[config.mk]
export PLATFORM = sky130hd
export DESIGN_NAME = crc_div
export DESIGN_NICKNAME = d
export VERILOG_FILES = /design/src/rtl/crc_pkg.sv /design/src/rtl/crc_div.sv
export SDC_FILE = /design/constraint.sdc
export NUM_CORES = 2
export LEC_CHECK = 0
export BUFFER_PORTS_ARGS = -buffer_cell sky130_fd_sc_hd__buf_4
export CAP_MARGIN = 20
export CORE_ASPECT_RATIO = 0.6
export CORE_MARGIN = 2
export CORE_UTILIZATION = 45
export DETAILED_ROUTE_END_ITERATION = 7
export PLACE_DENSITY = 0.61
export SYNTH_ARGS = -nofsm -noshare
export SYNTH_HDL_FRONTEND = slang
export SYNTH_SLANG_ARGS = --single-unit
[constraint.sdc]
create_clock -name clk -period 3.7 [get_ports clk]
set_input_delay 0 -clock clk [delete_from_list [all_inputs] [get_ports clk]]
set_output_delay 0 -clock clk [all_outputs]
set_load 0.02 [all_outputs]
[src/rtl/crc_pkg.sv]
// ----------------------------------------------------------------------------
// crc_pkg: shared types and constants of the circle/rectangle resolver
// Field widths, internal datapath widths and the sideband words that ride
// along the pipeline.
// ----------------------------------------------------------------------------
`default_nettype none
package crc_pkg;
  localparam int FRAC_BITS_DEF = 8;
  localparam int POS_W   = 24;  // signed centre / displacement
  localparam int SIZE_W  = 20;  // unsigned size
  localparam int VEC_W   = 26;  // signed separation vector
  localparam int MAG_W   = 25;  // magnitude of a separation component
  localparam int SQ_W    = 50;  // one square
  localparam int RAD_W   = 52;  // radicand, padded to an even width
  localparam int ROOT_W  = 26;  // integer square root
  localparam int REM_W   = 28;  // square root remainder
  localparam int LIM_W   = 21;  // contact limit, depth, divisor
  localparam int PUSH_W  = 22;  // signed push value
  localparam int SQ_STEPS = RAD_W / 2;

  typedef struct packed {
    logic                     rect_pair;
    logic                     rect_hit;
    logic signed [PUSH_W-1:0] rdx;
    logic signed [PUSH_W-1:0] rdy;
    logic                     dyn;
    logic                     neg;
    logic                     sx;
    logic                     sy;
    logic [LIM_W-1:0]         mx;
    logic [LIM_W-1:0]         my;
    logic [LIM_W-1:0]         lim;
  } crc_tag_t;

  typedef struct packed {
    logic                     rect_pair;
    logic                     rect_hit;
    logic signed [PUSH_W-1:0] rdx;
    logic signed [PUSH_W-1:0] rdy;
    logic                     dyn;
    logic                     neg;
    logic                     sx;
    logic                     sy;
    logic                     hitc;
    logic                     zero;
    logic [LIM_W-1:0]         depth;
  } crc_dtag_t;
endpackage
`default_nettype wire

[src/rtl/crc_div.sv]
// ----------------------------------------------------------------------------
// crc_div: pipelined normal divider
// Two restoring dividers side by side, one quotient bit per stage.
// ----------------------------------------------------------------------------
`default_nettype none
module crc_div #(
  parameter int FRAC_BITS = crc_pkg::FRAC_BITS_DEF
) (
  input  wire logic                       clk,
  input  wire logic                       rst_n,
  input  wire logic                       en,
  input  wire logic                       in_v,
  input  wire logic [crc_pkg::LIM_W-1:0]  mx,
  input  wire logic [crc_pkg::LIM_W-1:0]  my,
  input  wire logic [crc_pkg::LIM_W-1:0]  len,
  input  crc_pkg::crc_dtag_t              in_tag,
  output logic                            out_v,
  output logic [FRAC_BITS:0]              qx,
  output logic [FRAC_BITS:0]              qy,
  output crc_pkg::crc_dtag_t              out_tag
);
  localparam int NS = FRAC_BITS + 1;
  localparam int LW = crc_pkg::LIM_W;

  logic               v_r   [NS];
  logic [LW:0]        rx_r  [NS];
  logic [LW:0]        ry_r  [NS];
  logic [FRAC_BITS:0] qx_r  [NS];
  logic [FRAC_BITS:0] qy_r  [NS];
  logic [LW-1:0]      len_r [NS];
  crc_pkg::crc_dtag_t tag_r [NS];

  for (genvar k = 0; k < NS; k++) begin : g_step
    logic               vi, gex, gey;
    logic [LW:0]        rxn, ryn;
    logic [FRAC_BITS:0] qxi, qyi;
    logic [LW-1:0]      leni;
    crc_pkg::crc_dtag_t tagi;
    if (k == 0) begin : g_first
      // the first step brings in the whole magnitude; later steps shift in zeros
      assign vi = in_v; assign rxn = {1'b0, mx}; assign ryn = {1'b0, my};
      assign qxi = '0; assign qyi = '0; assign leni = len; assign tagi = in_tag;
    end else begin : g_next
      assign vi = v_r[k-1];
      assign rxn = {rx_r[k-1][LW-1:0], 1'b0};
      assign ryn = {ry_r[k-1][LW-1:0], 1'b0};
      assign qxi = qx_r[k-1]; assign qyi = qy_r[k-1];
      assign leni = len_r[k-1]; assign tagi = tag_r[k-1];
    end
    assign gex = rxn >= {1'b0, leni};
    assign gey = ryn >= {1'b0, leni};
    always_ff @(posedge clk) begin
      if (!rst_n) begin
        v_r[k] <= 1'b0;
      end else if (en) begin
        v_r[k] <= vi;
      end
      if (en) begin
        rx_r[k]  <= gex ? (rxn - {1'b0, leni}) : rxn;
        ry_r[k]  <= gey ? (ryn - {1'b0, leni}) : ryn;
        qx_r[k]  <= {qxi[FRAC_BITS-1:0], gex};
        qy_r[k]  <= {qyi[FRAC_BITS-1:0], gey};
        len_r[k] <= leni;
        tag_r[k] <= tagi;
      end
    end
  end

  assign out_v   = v_r[NS-1];
  assign qx      = qx_r[NS-1];
  assign qy      = qy_r[NS-1];
  assign out_tag = tag_r[NS-1];
endmodule
`default_nettype wire

Yosys cells after proc, flatten, opt, wreduce, memory -nomap -nowiden

Memories as Yosys holds them, arrays and structs flattened.
Index checks and enable logic that the tools add are counted.

Add/subtract/negate cells: 18
Bitwise operators: 9
Multiplexer cells: 32
Order comparisons: 18

Operators by type and width:

| cell                                         | number |
|---|---|
| two-way mux 22 bit                           | 18 |
| greater-or-equal comparator 22 x 21 -> 1 bit | 16 |
| subtractor 22 x 21 -> 22 bit                 | 16 |
| subtractor 21 x 21 -> 22 bit                 | 2 |
| greater-or-equal comparator 21 bit           | 2 |
| two-way mux 1 bit                            | 14 |
| OR 1 bit                                     | 9 |

Bits of input ports: 140
Memories: 7
Output and inout port bits: 92
RAM bits: 1,413
Register bits: 0
Word-level logic and storage cells: 84

Memories:

| name        | words | bits a word | read ports | clocked after memory_dff | write ports | line          | RTL |
|---|---|---|---|---|---|---|---|
| tag_r       | 9     | 73          | 9          | 0                        | 9           | crc_div.sv:31 | `crc_pkg::crc_dtag_t tag_r [NS];` |
| rx_r        | 9     | 22          | 8          | 0                        | 9           | crc_div.sv:26 | `logic [LW:0] rx_r [NS];` |
| ry_r        | 9     | 22          | 8          | 0                        | 9           | crc_div.sv:27 | `logic [LW:0] ry_r [NS];` |
| len_r       | 9     | 21          | 8          | 0                        | 9           | crc_div.sv:30 | `logic [LW-1:0] len_r [NS];` |
| qx_r        | 9     | 9           | 9          | 0                        | 9           | crc_div.sv:28 | `logic [FRAC_BITS:0] qx_r [NS];` |
| qy_r        | 9     | 9           | 9          | 0                        | 9           | crc_div.sv:29 | `logic [FRAC_BITS:0] qy_r [NS];` |
| +1 memories | --    | --          | --         | --                       | --          | --            |  |

Longest topological paths before layout

Word-level depth: 4
Depth in mapped cells: 14

Least setup slack after synthesis

OpenSTA, ideal clock, no wires.

Kind: flip-flop to flip-flop
From: memory ry_r[0][89] (netlist name)
To: memory ry_r[0][123] (netlist name) (data pin)
Clock period less this slack: 3,090 ps
Setup time: 260 ps
Slack: 610 ps
Arrival time: 2,829 ps
Required time: 3,440 ps
Path buffers: 1
Stages on the path, launching flop included: 12
Path through: edfxtp_1 > ha_1 > nor2b_1 > o31a_1 > o311a_1 > or3b_1 > a21oi_2 > a211oi_1 > nor4_4 > buf_6 > inv_2 > mux2_4

RTL lines:

| element            | line |
|---|---|
| start: declaration | crc_div.sv:27 |

==> impl_metrics.json <==
{
  "drt-total-wl_um": 133000,
  "setup_viol": 0,
  "drt_iter0_drc": 3494,
  "via_per_inst": 5.35,
  "fin_util_pct": 54.5,
  "cts_htree_levels": 3,
  "chipHeight_um": 284,
  "p_per_area_nw_per_um2": 742,
  "grt_use_total_pct": 19.6,
  "route.detailed.wl_per_inst_um": 19.8,
  "path_max_fanout": 4,
  "fill_cells": 10600,
  "rsz0062_at_grt": "no",
  "vias": 36000,
  "criticalPathCategory": "flop to flop",
  "cts.sinks": 1260,
  "die_area_um2": 134000,
  "synth_warnings": 0,
  "initial_utilization_pct": 45.5,
  "dpl.cell_count": 6270,
  "rr_startpoint": "len_r[0][1]$_DFFE_PP_",
  "critPathRequiredTime_ns": 4.20,
  "cp-startpoint": "len_r[0][1]$_DFFE_PP_",
  "layout_commonest_cell": "edfxtp_1",
  "first_pass_iters": 5,
  "ys_types": 77,
  "synth_cells": 4260,
  "grt_overflow_total": 0,
  "syn_area_um2": 58900,
  "hpwl_um": 97100,
  "period_needed_ns": 3.66,
  "numCtsBuffers": 115,
  "rows": 102,
  "worst_slack_ns": 0.0370,
  "hp-class": "input pin to flop",
  "drc": 0,
  "gp_congestion": 0.915,
  "ys_seq_area_share_pct": 64.2,
  "stdcell_area_um2": 70600,
  "async_flop_share_pct": 0,
  "ios": 232,
  "worstMarginPinSlew_ns": 0.875,
  "outcome": "completed",
  "min_from": "rst_n",
  "core_area_um2": 130000,
  "multi_input_area_um2": 19900,
  "grt_pass1_vias": 33700,
  "root_buffer": "clkbuf_16",
  "stdcell_count": 6729,
  "fin_crit_sh_pct": 99.0,
  "drive_gt1_share_pct": 16.0,
  "clk_pin_slew_ns": 0.07,
  "clockBufferDepth": 3,
  "regArea_um2": 37800,
  "nNetsFinal": 5446,
  "ant_nets": 0,
  "leakagePower_nw": 27.5,
  "slew_violations": 0,
  "dp_slack_ns": -0.0155,
  "hold_viol_final": 0,
  "insertion_delay_ns": 0.76,
  "syn_avg_cell_area_um2": 13.8,
  "max-slew-margin-rel_pct": 41.2,
  "area_growth_syn_to_layout_pct": 19.7,
  "antenna_found_initial": 3,
  "end_kind": "flop",
  "portBuffers": 231,
  "ir_worst_vdd_mv": 0.440,
  "synthesis.nets": 4792,
  "place_area_um2": 64000,
  "ys_ff_latch": 1260,
  "final_cell_mix": "1,259 x edfxtp_1, 376 x ha_1, 345 x buf_4, 274 x inv_1, 266 x o21ai_0",
  "cp.arrival_ns": 4.16,
  "drv_cap": 0,
  "finalClockSkew_ns": 0.0403,
  "synth_edf_count": 1259,
  "ys.flop_type": "edfxtp_1",
  "start_kind": "flop",
  "grt_first_pass_wirelength_um": 203000,
  "die_w_um": 471,
  "max_freq_mhz": 273,
  "grt_max_degree": 137,
  "cts_tree": "yes"
}
## through the flow
stage               TNS (ns)  power (W)  hold WS [ns]
floorplan                  0     0.0331        0.0989
global placement     -0.0964     0.0390         0.178
detailed placement   -0.0155     0.0392         0.179
CTS                        0     0.0523        0.0227
global route               0     0.0554        0.0630
finish                     0     0.0524        0.0998
## cells in the mapped netlist (27+ instances only)
master / n / area (um2)
clkbuf_1: 53 / 199
nand2b_1: 37 / 231
o21a_1: 59 / 443
xnor2_1: 170 / 1490
nor2_1: 165 / 619
buf_2: 27 / 135
nand2_1: 249 / 935
ha_1: 376 / 4700
nand3_1: 66 / 330
nor2b_1: 56 / 350
mux2_2: 193 / 2170
a211oi_1: 31 / 233
a21o_1: 142 / 1070
a31oi_1: 36 / 225
edfxtp_1: 1259 / 37800
o21bai_1: 29 / 218
a21oi_1: 238 / 1190
and3_1: 45 / 282
inv_1: 274 / 1030
o31ai_1: 30 / 225
nand4_1: 46 / 288
o21ai_0: 266 / 1330
xor2_1: 100 / 876
nor3_1: 57 / 285
## timing repair
item / 4_1_cts / 5_1_grt
gates resized for setup: 1 / 20
hold endpoints to repair: 264 / 0
setup buffers: 0 / 2
hold buffers: 240 / 0
setup endpoints to repair: 1 / 81
cloned: 0 / 1
pin swaps: 0 / 4
## power breakdown
group	internal [W]	leakage, nW	switching [W]
clock	0.00717	1.94	0.00546
sequential	0.0192	12.3	0.00128
combinational	0.00858	13.2	0.0106
## layout make-up
cell class	instances	share of cell area (%)
Sequential cell	1260	53.6
Multi-Input combinational cell	2642	28.1
Timing Repair Buffer	620	8.06
Clock buffer	135	4.18
Tap cell	1716	3.04
Clock inverter	80	1.50
Inverter	275	1.46
Antenna cell	1	0.00355
## state kept, by name, indices dropped and copies added (netlist names)
| register | flops |
|---|---|
| qx_r | 45 |
| v_r | 9 |
| tag_r | 657 |
| qy_r | 45 |
| len_r | 168 |
| ry_r | 168 |
| rx_r | 168 |
## cell families after synthesis
kind of cell / after synthesis / share of synthesized area [%]
AO/OA/AOI/OAI: 968 / 10.3
adder cells (fa/ha/maj): 392 / 8.53
XOR/XNOR: 270 / 4.01
buffers and inverters: 358 / 2.36
multiplexers: 209 / 3.98
AND/OR/NAND/NOR: 803 / 6.60
flip-flops: 1260 / 64.2
## critical path, cell delays in order, from the launching register on
cell,delay (ns)
edfxtp_1,0.48
inv_1,0.14
ha_1,0.25
nor2b_1,0.15
o31a_1,0.30
o31ai_1,0.27
buf_4,0.19
o21ai_0,0.23
a211oi_1,0.65
o21ai_0,0.23
a21oi_1,0.22
xnor2_1,0.08
mux2_2,0.25
## final timing paths
check                                              to  slack, ns  cells after the start
worst max-delay path            ry_r[0][41]$_DFFE_PP_       0.04                     12
worst min-delay path                   v_r[8]$_DFF_P_        0.1                      3
worst min register to register  qx_r[0][59]$_DFFE_PP_       0.41                      0
worst max register to register  ry_r[0][41]$_DFFE_PP_       0.04                     12
## metal layers
metal | global-route usage [%] | wire (um) | part of all wire (%) | vias up
li1 | - | - | - | 17400
met1 | 33.1 | 71300 | 53 | 17400
met2 | 24.3 | 48800 | 37 | 1088
met3 | 5.32 | 11500 | 8.6 | 136
met4 | 3.55 | 1760 | 1.3 | 0
met5 | 0 | 0 | 0 | -
No activity file was read; power rests on OpenSTA's default activity.
