**src/rtl/crc_pkg.sv**
```systemverilog
// ----------------------------------------------------------------------------
// crc_pkg: shared types and constants of the circle/rectangle resolver
// Field widths, internal datapath widths and the sideband words that ride
// along the pipeline.
// ----------------------------------------------------------------------------
`default_nettype none
package crc_pkg;
  localparam int FRAC_BITS_DEF = 8;
  localparam int POS_W   = 24;  // signed centre / displacement
  localparam int SIZE_W  = 20;  // unsigned size
  localparam int VEC_W   = 26;  // signed separation vector
  localparam int MAG_W   = 25;  // magnitude of a separation component
  localparam int SQ_W    = 50;  // one square
  localparam int RAD_W   = 52;  // radicand, padded to an even width
  localparam int ROOT_W  = 26;  // integer square root
  localparam int REM_W   = 28;  // square root remainder
  localparam int LIM_W   = 21;  // contact limit, depth, divisor
  localparam int PUSH_W  = 22;  // signed push value
  localparam int SQ_STEPS = RAD_W / 2;

  typedef struct packed {
    logic                     rect_pair;
    logic                     rect_hit;
    logic signed [PUSH_W-1:0] rdx;
    logic signed [PUSH_W-1:0] rdy;
    logic                     dyn;
    logic                     neg;
    logic                     sx;
    logic                     sy;
    logic [LIM_W-1:0]         mx;
    logic [LIM_W-1:0]         my;
    logic [LIM_W-1:0]         lim;
  } crc_tag_t;

  typedef struct packed {
    logic                     rect_pair;
    logic                     rect_hit;
    logic signed [PUSH_W-1:0] rdx;
    logic signed [PUSH_W-1:0] rdy;
    logic                     dyn;
    logic                     neg;
    logic                     sx;
    logic                     sy;
    logic                     hitc;
    logic                     zero;
    logic [LIM_W-1:0]         depth;
  } crc_dtag_t;
endpackage
`default_nettype wire

```
**src/rtl/crc_prep.sv**
```systemverilog
// ----------------------------------------------------------------------------
// crc_prep: separation vectors, squares and rectangle pair resolution
// Three register stages: vector/overlap, squares, square sum.
// ----------------------------------------------------------------------------
`default_nettype none
module crc_prep (
  input  wire logic                              clk,
  input  wire logic                              rst_n,
  input  wire logic                              en,
  input  wire logic                              in_v,
  input  wire logic                              a_is_rect,
  input  wire logic signed [crc_pkg::POS_W-1:0]  a_x,
  input  wire logic signed [crc_pkg::POS_W-1:0]  a_y,
  input  wire logic        [crc_pkg::SIZE_W-1:0] a_w,
  input  wire logic        [crc_pkg::SIZE_W-1:0] a_h,
  input  wire logic                              b_is_rect,
  input  wire logic signed [crc_pkg::POS_W-1:0]  b_x,
  input  wire logic signed [crc_pkg::POS_W-1:0]  b_y,
  input  wire logic        [crc_pkg::SIZE_W-1:0] b_w,
  input  wire logic        [crc_pkg::SIZE_W-1:0] b_h,
  input  wire logic                              b_dynamic,
  output logic                                   out_v,
  output logic             [crc_pkg::RAD_W-1:0]  rad,
  output crc_pkg::crc_tag_t                      tag
);
  localparam int VW = crc_pkg::VEC_W;
  localparam int LW = crc_pkg::LIM_W;
  localparam int PW = crc_pkg::PUSH_W;

  // stage 1
  logic                 v1_r, neg1_r, dyn1_r, rp1_r, xlt1_r, ylt1_r;
  logic signed [VW-1:0] vx1_r, vy1_r, ox1_r, oy1_r;
  logic [LW-1:0]        lim1_r;
  // stage 2
  logic                         v2_r;
  logic [crc_pkg::SQ_W-1:0]     sqx2_r, sqy2_r;
  crc_pkg::crc_tag_t            tag2_r;
  // stage 3
  logic                         v3_r;
  logic [crc_pkg::RAD_W-1:0]    rad3_r;
  crc_pkg::crc_tag_t            tag3_r;

  logic signed [VW-1:0] cx, cy, rx, ry, lox, hix, loy, hiy, clx, cly;
  logic signed [VW-1:0] vx_nxt, vy_nxt, dxab, dyab, madx, mady, ox_nxt, oy_nxt;
  logic [crc_pkg::SIZE_W-1:0] rw, rh;
  logic [LW-1:0] lim_nxt, sw, sh;
  logic cc;

  always_comb begin
    cc = !a_is_rect && !b_is_rect;
    if (a_is_rect) begin
      cx = VW'(b_x); cy = VW'(b_y); rx = VW'(a_x); ry = VW'(a_y); rw = a_w; rh = a_h;
    end else begin
      cx = VW'(a_x); cy = VW'(a_y); rx = VW'(b_x); ry = VW'(b_y); rw = b_w; rh = b_h;
    end
    lox = rx - $signed({7'd0, rw[crc_pkg::SIZE_W-1:1]});
    hix = rx + $signed({7'd0, rw[crc_pkg::SIZE_W-1:1]});
    loy = ry - $signed({7'd0, rh[crc_pkg::SIZE_W-1:1]});
    hiy = ry + $signed({7'd0, rh[crc_pkg::SIZE_W-1:1]});
    clx = (cx > hix) ? hix : ((cx < lox) ? lox : cx);
    cly = (cy > hiy) ? hiy : ((cy < loy) ? loy : cy);
    dxab = VW'(a_x) - VW'(b_x);
    dyab = VW'(a_y) - VW'(b_y);
    if (cc) begin
      vx_nxt = -dxab;
      vy_nxt = -dyab;
    end else begin
      vx_nxt = clx - cx;
      vy_nxt = cly - cy;
    end
    sw = LW'(a_w) + LW'(b_w);
    sh = LW'(a_h) + LW'(b_h);
    lim_nxt = cc ? sw : (a_is_rect ? LW'(b_w) : LW'(a_w));
    madx = dxab[VW-1] ? -dxab : dxab;
    mady = dyab[VW-1] ? -dyab : dyab;
    ox_nxt = $signed({6'd0, sw[LW-1:1]}) - madx;
    oy_nxt = $signed({6'd0, sh[LW-1:1]}) - mady;
  end

  always_ff @(posedge clk) begin
    if (!rst_n) begin
      v1_r <= 1'b0;
    end else if (en) begin
      v1_r <= in_v;
    end
    if (en) begin
      vx1_r  <= vx_nxt;
      vy1_r  <= vy_nxt;
      ox1_r  <= ox_nxt;
      oy1_r  <= oy_nxt;
      lim1_r <= lim_nxt;
      neg1_r <= !a_is_rect;
      dyn1_r <= b_dynamic;
      rp1_r  <= a_is_rect && b_is_rect;
      xlt1_r <= dxab[VW-1];
      ylt1_r <= dyab[VW-1];
    end
  end

  // stage 2: squares and rectangle push
  logic [crc_pkg::MAG_W-1:0] mx2, my2;
  logic signed [PW-1:0] px, py;
  crc_pkg::crc_tag_t tag2_nxt;

  always_comb begin
    mx2 = crc_pkg::MAG_W'(vx1_r[VW-1] ? -vx1_r : vx1_r);
    my2 = crc_pkg::MAG_W'(vy1_r[VW-1] ? -vy1_r : vy1_r);
    px  = dyn1_r ? (PW'(ox1_r) >>> 1) : PW'(ox1_r);
    py  = dyn1_r ? (PW'(oy1_r) >>> 1) : PW'(oy1_r);
    tag2_nxt = '0;
    tag2_nxt.rect_pair = rp1_r;
    tag2_nxt.rect_hit  = (ox1_r > 0) && (oy1_r > 0);
    if (tag2_nxt.rect_hit) begin
      // equal overlaps separate along y
      if (ox1_r < oy1_r) begin
        tag2_nxt.rdx = xlt1_r ? -px : px;
      end else begin
        tag2_nxt.rdy = ylt1_r ? -py : py;
      end
    end
    tag2_nxt.dyn = dyn1_r;
    tag2_nxt.neg = neg1_r;
    tag2_nxt.sx  = vx1_r[VW-1];
    tag2_nxt.sy  = vy1_r[VW-1];
    tag2_nxt.mx  = mx2[LW-1:0];
    tag2_nxt.my  = my2[LW-1:0];
    tag2_nxt.lim = lim1_r;
  end

  always_ff @(posedge clk) begin
    if (!rst_n) begin
      v2_r <= 1'b0;
      v3_r <= 1'b0;
    end else if (en) begin
      v2_r <= v1_r;
      v3_r <= v2_r;
    end
    if (en) begin
      sqx2_r <= mx2 * mx2;
      sqy2_r <= my2 * my2;
      tag2_r <= tag2_nxt;
      rad3_r <= crc_pkg::RAD_W'(sqx2_r) + crc_pkg::RAD_W'(sqy2_r);
      tag3_r <= tag2_r;
    end
  end

  assign out_v = v3_r;
  assign rad   = rad3_r;
  assign tag   = tag3_r;
endmodule
`default_nettype wire

```
**config.mk**
```make
export PLATFORM = sky130hd
export DESIGN_NAME = crc_prep
export DESIGN_NICKNAME = d
export VERILOG_FILES = /design/src/rtl/crc_pkg.sv /design/src/rtl/crc_prep.sv
export SDC_FILE = /design/constraint.sdc
export NUM_CORES = 2
export LEC_CHECK = 0
export ABC_CLOCK_PERIOD_IN_PS = 16900
export BUFFER_PORTS_ARGS = -buffer_cell sky130_fd_sc_hd__buf_2
export CAP_MARGIN = 5
export CORE_MARGIN = 1
export CORE_UTILIZATION = 55
export DETAILED_ROUTE_END_ITERATION = 12
export GPL_TIMING_DRIVEN = 0
export MAX_ROUTING_LAYER = met4
export PLACE_DENSITY_LB_ADDON = 0.05
export SYNTH_ARGS = -nofsm -noshare
export SYNTH_HDL_FRONTEND = slang
export SYNTH_SLANG_ARGS = --single-unit
```
**constraint.sdc**
```tcl
create_clock -name clk -period 16.9 [get_ports clk]
set_input_delay 3.38 -clock clk [delete_from_list [all_inputs] [get_ports clk]]
set_output_delay 3.38 -clock clk [all_outputs]
set_load 0.05 [all_outputs]
```
Yosys cells after proc, flatten, opt, wreduce, memory -nomap -nowiden
Index checks and enable logic that the tools add are counted.

operators by class
  add/subtract/negate cells = 19
  multiply operators = 2
  order comparisons = 7
  multiplexer cells = 22
  bitwise logic cells = 1
  reduce and logical (&&, ||, !) cells = 7

operator list
  cell                   number
  $mux W26               12
  $mul A25 B25 Y50       2
  $lt A26 B26 Y1         3
  $mux W21               3
  $mux W20               3
  $add A26 B20 Y26       2
  $gt A26 B1 Y1 const B  2
  $gt A26 B26 Y1         2
  $neg A25 Y26           2
  $sub A21 B26 Y26       2
  $sub A26 B20 Y26       2
  $sub A26 B26 Y26       2
  $add A50 B50 Y51       1
  $mux W25               2
  $neg A25 Y25           2
  $sub A24 B24 Y25       2
  $mux W22               2
  $neg A22 Y22           2
  $add A20 B20 Y21       2
  $logic_and A1 B1 Y1    3
  $logic_not A1 Y1       2
  $reduce_and A2 Y1      1
  $reduce_or A2 Y1       1
  $not A1 Y1             1

storage, ports and cells
  register bits = 511
  input bits = 183
  word-level logic and storage cells = 96

Logic depth before layout (Yosys ltp)
  depth after elaboration = 7
  depth in mapped cells = 49
  depth with buffers taken out = 42

Worst setup path before layout
OpenSTA, ideal clock, no wires.

  kind = in2reg
  start point = in a_is_rect
  end point = reg vx1_r[25] (data pin)
  data arrival time = 13205 ps
  data required time = 16629 ps
  slack = 3424 ps
  stages on the path = 45
  path buffers = 8
  cell sequence = buf_1 -> clkbuf_1 -> buf_1 -> buf_1 -> clkbuf_1 -> buf_1 -> mux2i_1 -> inv_1 -> ha_1 -> fa_1 -> nand2b_1 -> a21oi_1 -> o21ai_0 -> a21oi_1 -> nor2_1 -> o21bai_1 -> a41o_1 -> a21o_1 -> [9 not listed] -> o211ai_1 -> o311ai_0 -> clkbuf_1 -> buf_1 -> mux2i_1 -> ha_1 -> o21ai_0 -> a21oi_1 -> nor4_1 -> o211ai_1 -> a31oi_1 -> a211oi_1 -> o31ai_1 -> o21ai_0 -> a21o_1 -> a21oi_1 -> xnor2_1 -> mux2i_1

on the way
  cells in the longest elaborated chain, start to end = 7
  elaborated cells on any way between the ends = 13

ends and longest elaborated chain
  item                                         line            text
  start, declared                              crc_prep.sv:11  input wire logic a_is_rect,
  $mux W26 / $mux W20 (equally long branches)  crc_prep.sv:51  if (a_is_rect) begin
  $sub A26 B20 Y26                             crc_prep.sv:56  lox = rx - $signed({7'd0, rw[crc_pkg::SIZE_W-1:1]});
  $lt A26 B26 Y1                               crc_prep.sv:60  clx = (cx > hix) ? hix : ((cx < lox) ? lox : cx);
  $mux W26 (2 in series)                       crc_prep.sv:60
  $sub A26 B26 Y26                             crc_prep.sv:68  vx_nxt = clx - cx;
  $mux W26 *                                   crc_prep.sv:64  if (cc) begin
  net vx_nxt[25]                               crc_prep.sv:44  logic signed [VW-1:0] vx_nxt, vy_nxt, dxab, dyab, madx, mady, ox_nxt, oy_nxt;
  end signal, assigned                         crc_prep.sv:87  vx1_r <= vx_nxt;
  end, declared                                crc_prep.sv:32  logic signed [VW-1:0] vx1_r, vy1_r, ox1_r, oy1_r;

Mark *: on every way through the listed nets, which the timed path passes. The rest lies on a longest branch.
A chain may end at the register's enable or synchronous reset.

Worst setup path after layout
Same ends and word-level chain as after synthesis.

==> run summary <==
The headroom to the max-slew limit is 0.0515, and the count of input and output buffers is 346. The tools report the count of final setup violators as 0. The horizontal die dimension was 371 um; the number of flops mapped to enable cells by yosys was 503.

Synthesis inferred 506 register bits. The final period utilization works out to 0.973. TritonCTS built the clock tree.

Clock latency on the worst-skew pair, taken at its later pin, is 0.70 ns. Slowest stage cell on the critical path: sky130_fd_sc_hd__nor4_1. The pre-antenna-repair detailed-routing pass consisted of 6 iterations. The critical path in this run is classified as input pin to register. For the pin with the worst max-slew slack, the measured transition is 1.42 ns. In this run, the number of DRC markers left after iteration 0 of detailed routing was 5256. For this run, design rule violations remaining after detail routing come to 0.

In this run the deepest clock path goes through 3 buffers. The floorplan step defined a core boundary enclosing 135000 sq um. The final number of hold-violating endpoints was 0; the async set-or-reset flop fraction in the synthesized netlist was 0. Largest driver fanout on the critical path: 28. CTS placed an instance of sky130_fd_sc_hd__clkbuf_16 at the clock tree root. The H-tree was split into 2 levels. The run gives 135 as the number of standard-cell rows in the floorplan. In the final routed layout, each cell accounts on average for 22.2 um. The number of standard cells after synthesis is 8069, and the total routed wirelength is 229000 um.

The logs give 10.2k for the cell count after placement and 0 for the total number of yosys warnings. For the initial antenna violation count, the log shows 5. Once layout is done, the placed cells without fillers occupy 81100 sq um. The placed wire-length estimate after detailed placement is 192000 um. The congestion estimate from routability-driven global placement came to 1.01.

The detail route stage leaves a number of antenna-violating nets equal to 0. Count of maximum capacitance violations: 0. Clock tree synthesis inserted a total of 60 buffers. For the max-slew violation total from the final report, the log shows 0. Clock skew on the completed layout was measured at 0.0425 ns. The fraction of the yosys area taken by sequential cells was 0.202; the total of hold buffers inserted after clock tree synthesis was 0.

Static timing analysis puts the maximum clock frequency at 0.0608 GHz. Relative to the synthesized area, the layout overhead comes to 8.33%. The first global-routing pass estimated 345000 um of wire.

The height of the die is 371 um. Via count of the first global-routing pass: 58.8k. Clock-pin slew was measured on the worst setup and hold paths at 0.06 ns. The netlist uses 98 different library cells. The floorplan step defined a die boundary enclosing 138000 sq um. Among all flip-flop cells after synthesis, the most frequent one is sky130_fd_sc_hd__edfxtp_1. The tools report the signal arrival time at the worst endpoint as 16.83 ns.

Grouping stages by cell kind, the critical path spends the most delay in buffers and inverters. The post-detailed-route via-to-cell ratio was 5.74. In this run the cell area of the synthesized design comes to 74900 sq um. The run gives 0 as the global-route congestion overflow total.

The detailed-route via count came out at 59.2k. Counting both buffers and inverters, the worst setup path holds a total of 8. The fraction of the core area covered by cells at the end of the flow was 0.600; the average cell area after synthesis was 9.28 sq um.

After detailed placement, the total cell area comes to 79200 sq um. The number of clock sinks was 506; the initial cell density of the core was 0.553. The overall routing resource usage was 0.343; the data required time at the worst endpoint was 17.29 ns. Count of nets after finishing: 10.4k. Clock period minus worst slack: 16.44 ns. The worst hold path belongs to the class register to register. On the worst path, the slowest cell contributes a delay of 0.89 ns. The maximum number of pins on one net before global-route repair came out at 132. The launching element type of the critical path was an input pin. Setup repair after global routing left no endpoint under its margin. For this design the top-level I/O count stands at 349. Element type at the critical path end: a register. Fraction of final layout cells sized beyond drive strength 1: 0.0673.

The tools report the number of standard cells in the layout, taps in and fillers out as 10.3k. The run finished with clean final reports. The post-synthesis net count is 9995.
==> registers in the layout, indices dropped and copies added (netlist names), 21 cells and up <==
register and count:
tag 113, tag2_r 111, rad 51, sqx2_r 49, sqy2_r 49, ox1_r 26
oy1_r 26, vx1_r 26, vy1_r 26, lim1_r 21
==> metal layers <==
layer,vias to the layer above,global-route usage,share of wire,routed length (um)
li1,27328,-,-,-
met1,29272,0.460,0.43,98600
met2,2260,0.535,0.46,105000
met3,358,0.0538,0.080,18300
met4,0,0.107,0.034,7770
met5,-,-,0,0
==> path summary, 6_finish.rpt <==
path | startpoint | end | slack (ns) | cells after the start
setup / recovery | a_is_rect | vx1_r[25]$_DFFE_PP_ | 0.46 | 38
hold / removal | tag2_r[4]$_DFFE_PP_ | tag[4]$_DFFE_PP_ | 0.41 | 0
setup reg to reg | vx1_r[0]$_DFFE_PP_ | sqx2_r[45]$_DFFE_PP_ | 4.10 | 36
hold reg to reg | tag2_r[4]$_DFFE_PP_ | tag[4]$_DFFE_PP_ | 0.41 | 0
==> cell type report <==
cell class	count	area, sq um
Antenna cell	3	7.51
Tap cell	1781	2230
Sequential cell	506	15200
Clock buffer	69	1540
Buffer	202	778
Multi-Input combinational cell	5747	53000
Timing Repair Buffer	361	2000
Inverter	1612	6050
Fill cell	12038	54200
Clock inverter	42	383
==> synthesized netlist by cell type (all sizes together), types with 22 or more instances <==
master	n	area [sq um]
a211oi	73	553
a21boi	27	203
a31oi	32	206
buf	27	106
o31ai	44	349
nor4	33	234
inv	1601	6010
xor2	179	1570
nor2	637	2390
nand4	48	300
a21oi	368	1840
mux2i	133	1350
o21bai	43	323
fa	946	18900
and3	41	257
or3	35	219
ha	797	9970
o21ai	310	1560
clkbuf	177	664
xnor2	361	3170
a211o	32	280
o211ai	46	345
mux2	36	405
nand3	96	480
or2	22	138
nand2	677	2540
o21a	63	473
nand2b	73	457
edfxtp	503	15100
nor3	125	641
nor2b	84	526
a21o	160	1200
==> cell families (layout without fill, tap and decap cells) <==
family	after synthesis	in the layout	synth area share
and+or+nand+nor	1932	1932	0.115
buffers and inverters	1816	2286	0.0911
adders and majority gates	1743	1743	0.386
AOI/OAI and AO/OA	1362	1362	0.118
xor gates and xnor gates	540	540	0.0633
DFF	506	506	0.202
muxes	169	169	0.0234
other	1	4	0.0000501
==> per-stage QoR <==
step | TNS, ns | hold slack, ns | setup slack [ns]
after global placement | -106.16 | 0.401 | -3.20
after floorplan | 0 | 0.400 | 3.42
final | 0 | 0.408 | 0.458
after CTS | 0 | 0.406 | 0.0868
after detailed placement | -68.22 | 0.405 | -2.55
after global routing | 0 | 0.409 | 0.0857
==> worst reg2reg max path: cells and delay by family, from the launching register on <==
kind                       cells  cell delay [ns]
xor gates and xnor gates       2             1.12
DFF                            1             0.44
AOI/OAI and AO/OA              9             2.62
adders and majority gates      9             4.23
buffers and inverters          9             2.50
and+or+nand+nor                7             1.64
==> cell usage in the layout, fill, tap and decap left out, types with 48 or more instances in the layout <==
cell type / synthesis / routed
sky130_fd_sc_hd__inv_1: 1594 / 1594
sky130_fd_sc_hd__fa_1: 946 / 946
sky130_fd_sc_hd__ha_1: 797 / 797
sky130_fd_sc_hd__nand2_1: 677 / 677
sky130_fd_sc_hd__nor2_1: 637 / 637
sky130_fd_sc_hd__edfxtp_1: 503 / 503
sky130_fd_sc_hd__a21oi_1: 368 / 368
sky130_fd_sc_hd__xnor2_1: 360 / 355
sky130_fd_sc_hd__buf_2: 1 / 346
sky130_fd_sc_hd__o21ai_0: 296 / 296
sky130_fd_sc_hd__clkbuf_1: 177 / 182
sky130_fd_sc_hd__xor2_1: 179 / 173
sky130_fd_sc_hd__a21o_1: 160 / 160
sky130_fd_sc_hd__mux2i_1: 131 / 131
sky130_fd_sc_hd__nor3_1: 122 / 122
sky130_fd_sc_hd__nand3_1: 96 / 96
sky130_fd_sc_hd__nor2b_1: 84 / 84
sky130_fd_sc_hd__nand2b_1: 73 / 73
sky130_fd_sc_hd__a211oi_1: 72 / 72
sky130_fd_sc_hd__o21a_1: 63 / 63
sky130_fd_sc_hd__clkbuf_16: 0 / 60
sky130_fd_sc_hd__nand4_1: 48 / 48
==> repair_timing <==
item / in CTS / in global routing
setup buffers: 0 / 0
setup endpoints to repair: 42 / 7
gates resized for setup: 4 / 5
Power is not shown: default switching activity piles up to over one toggle a cycle in this logic, so the estimate is an artifact.
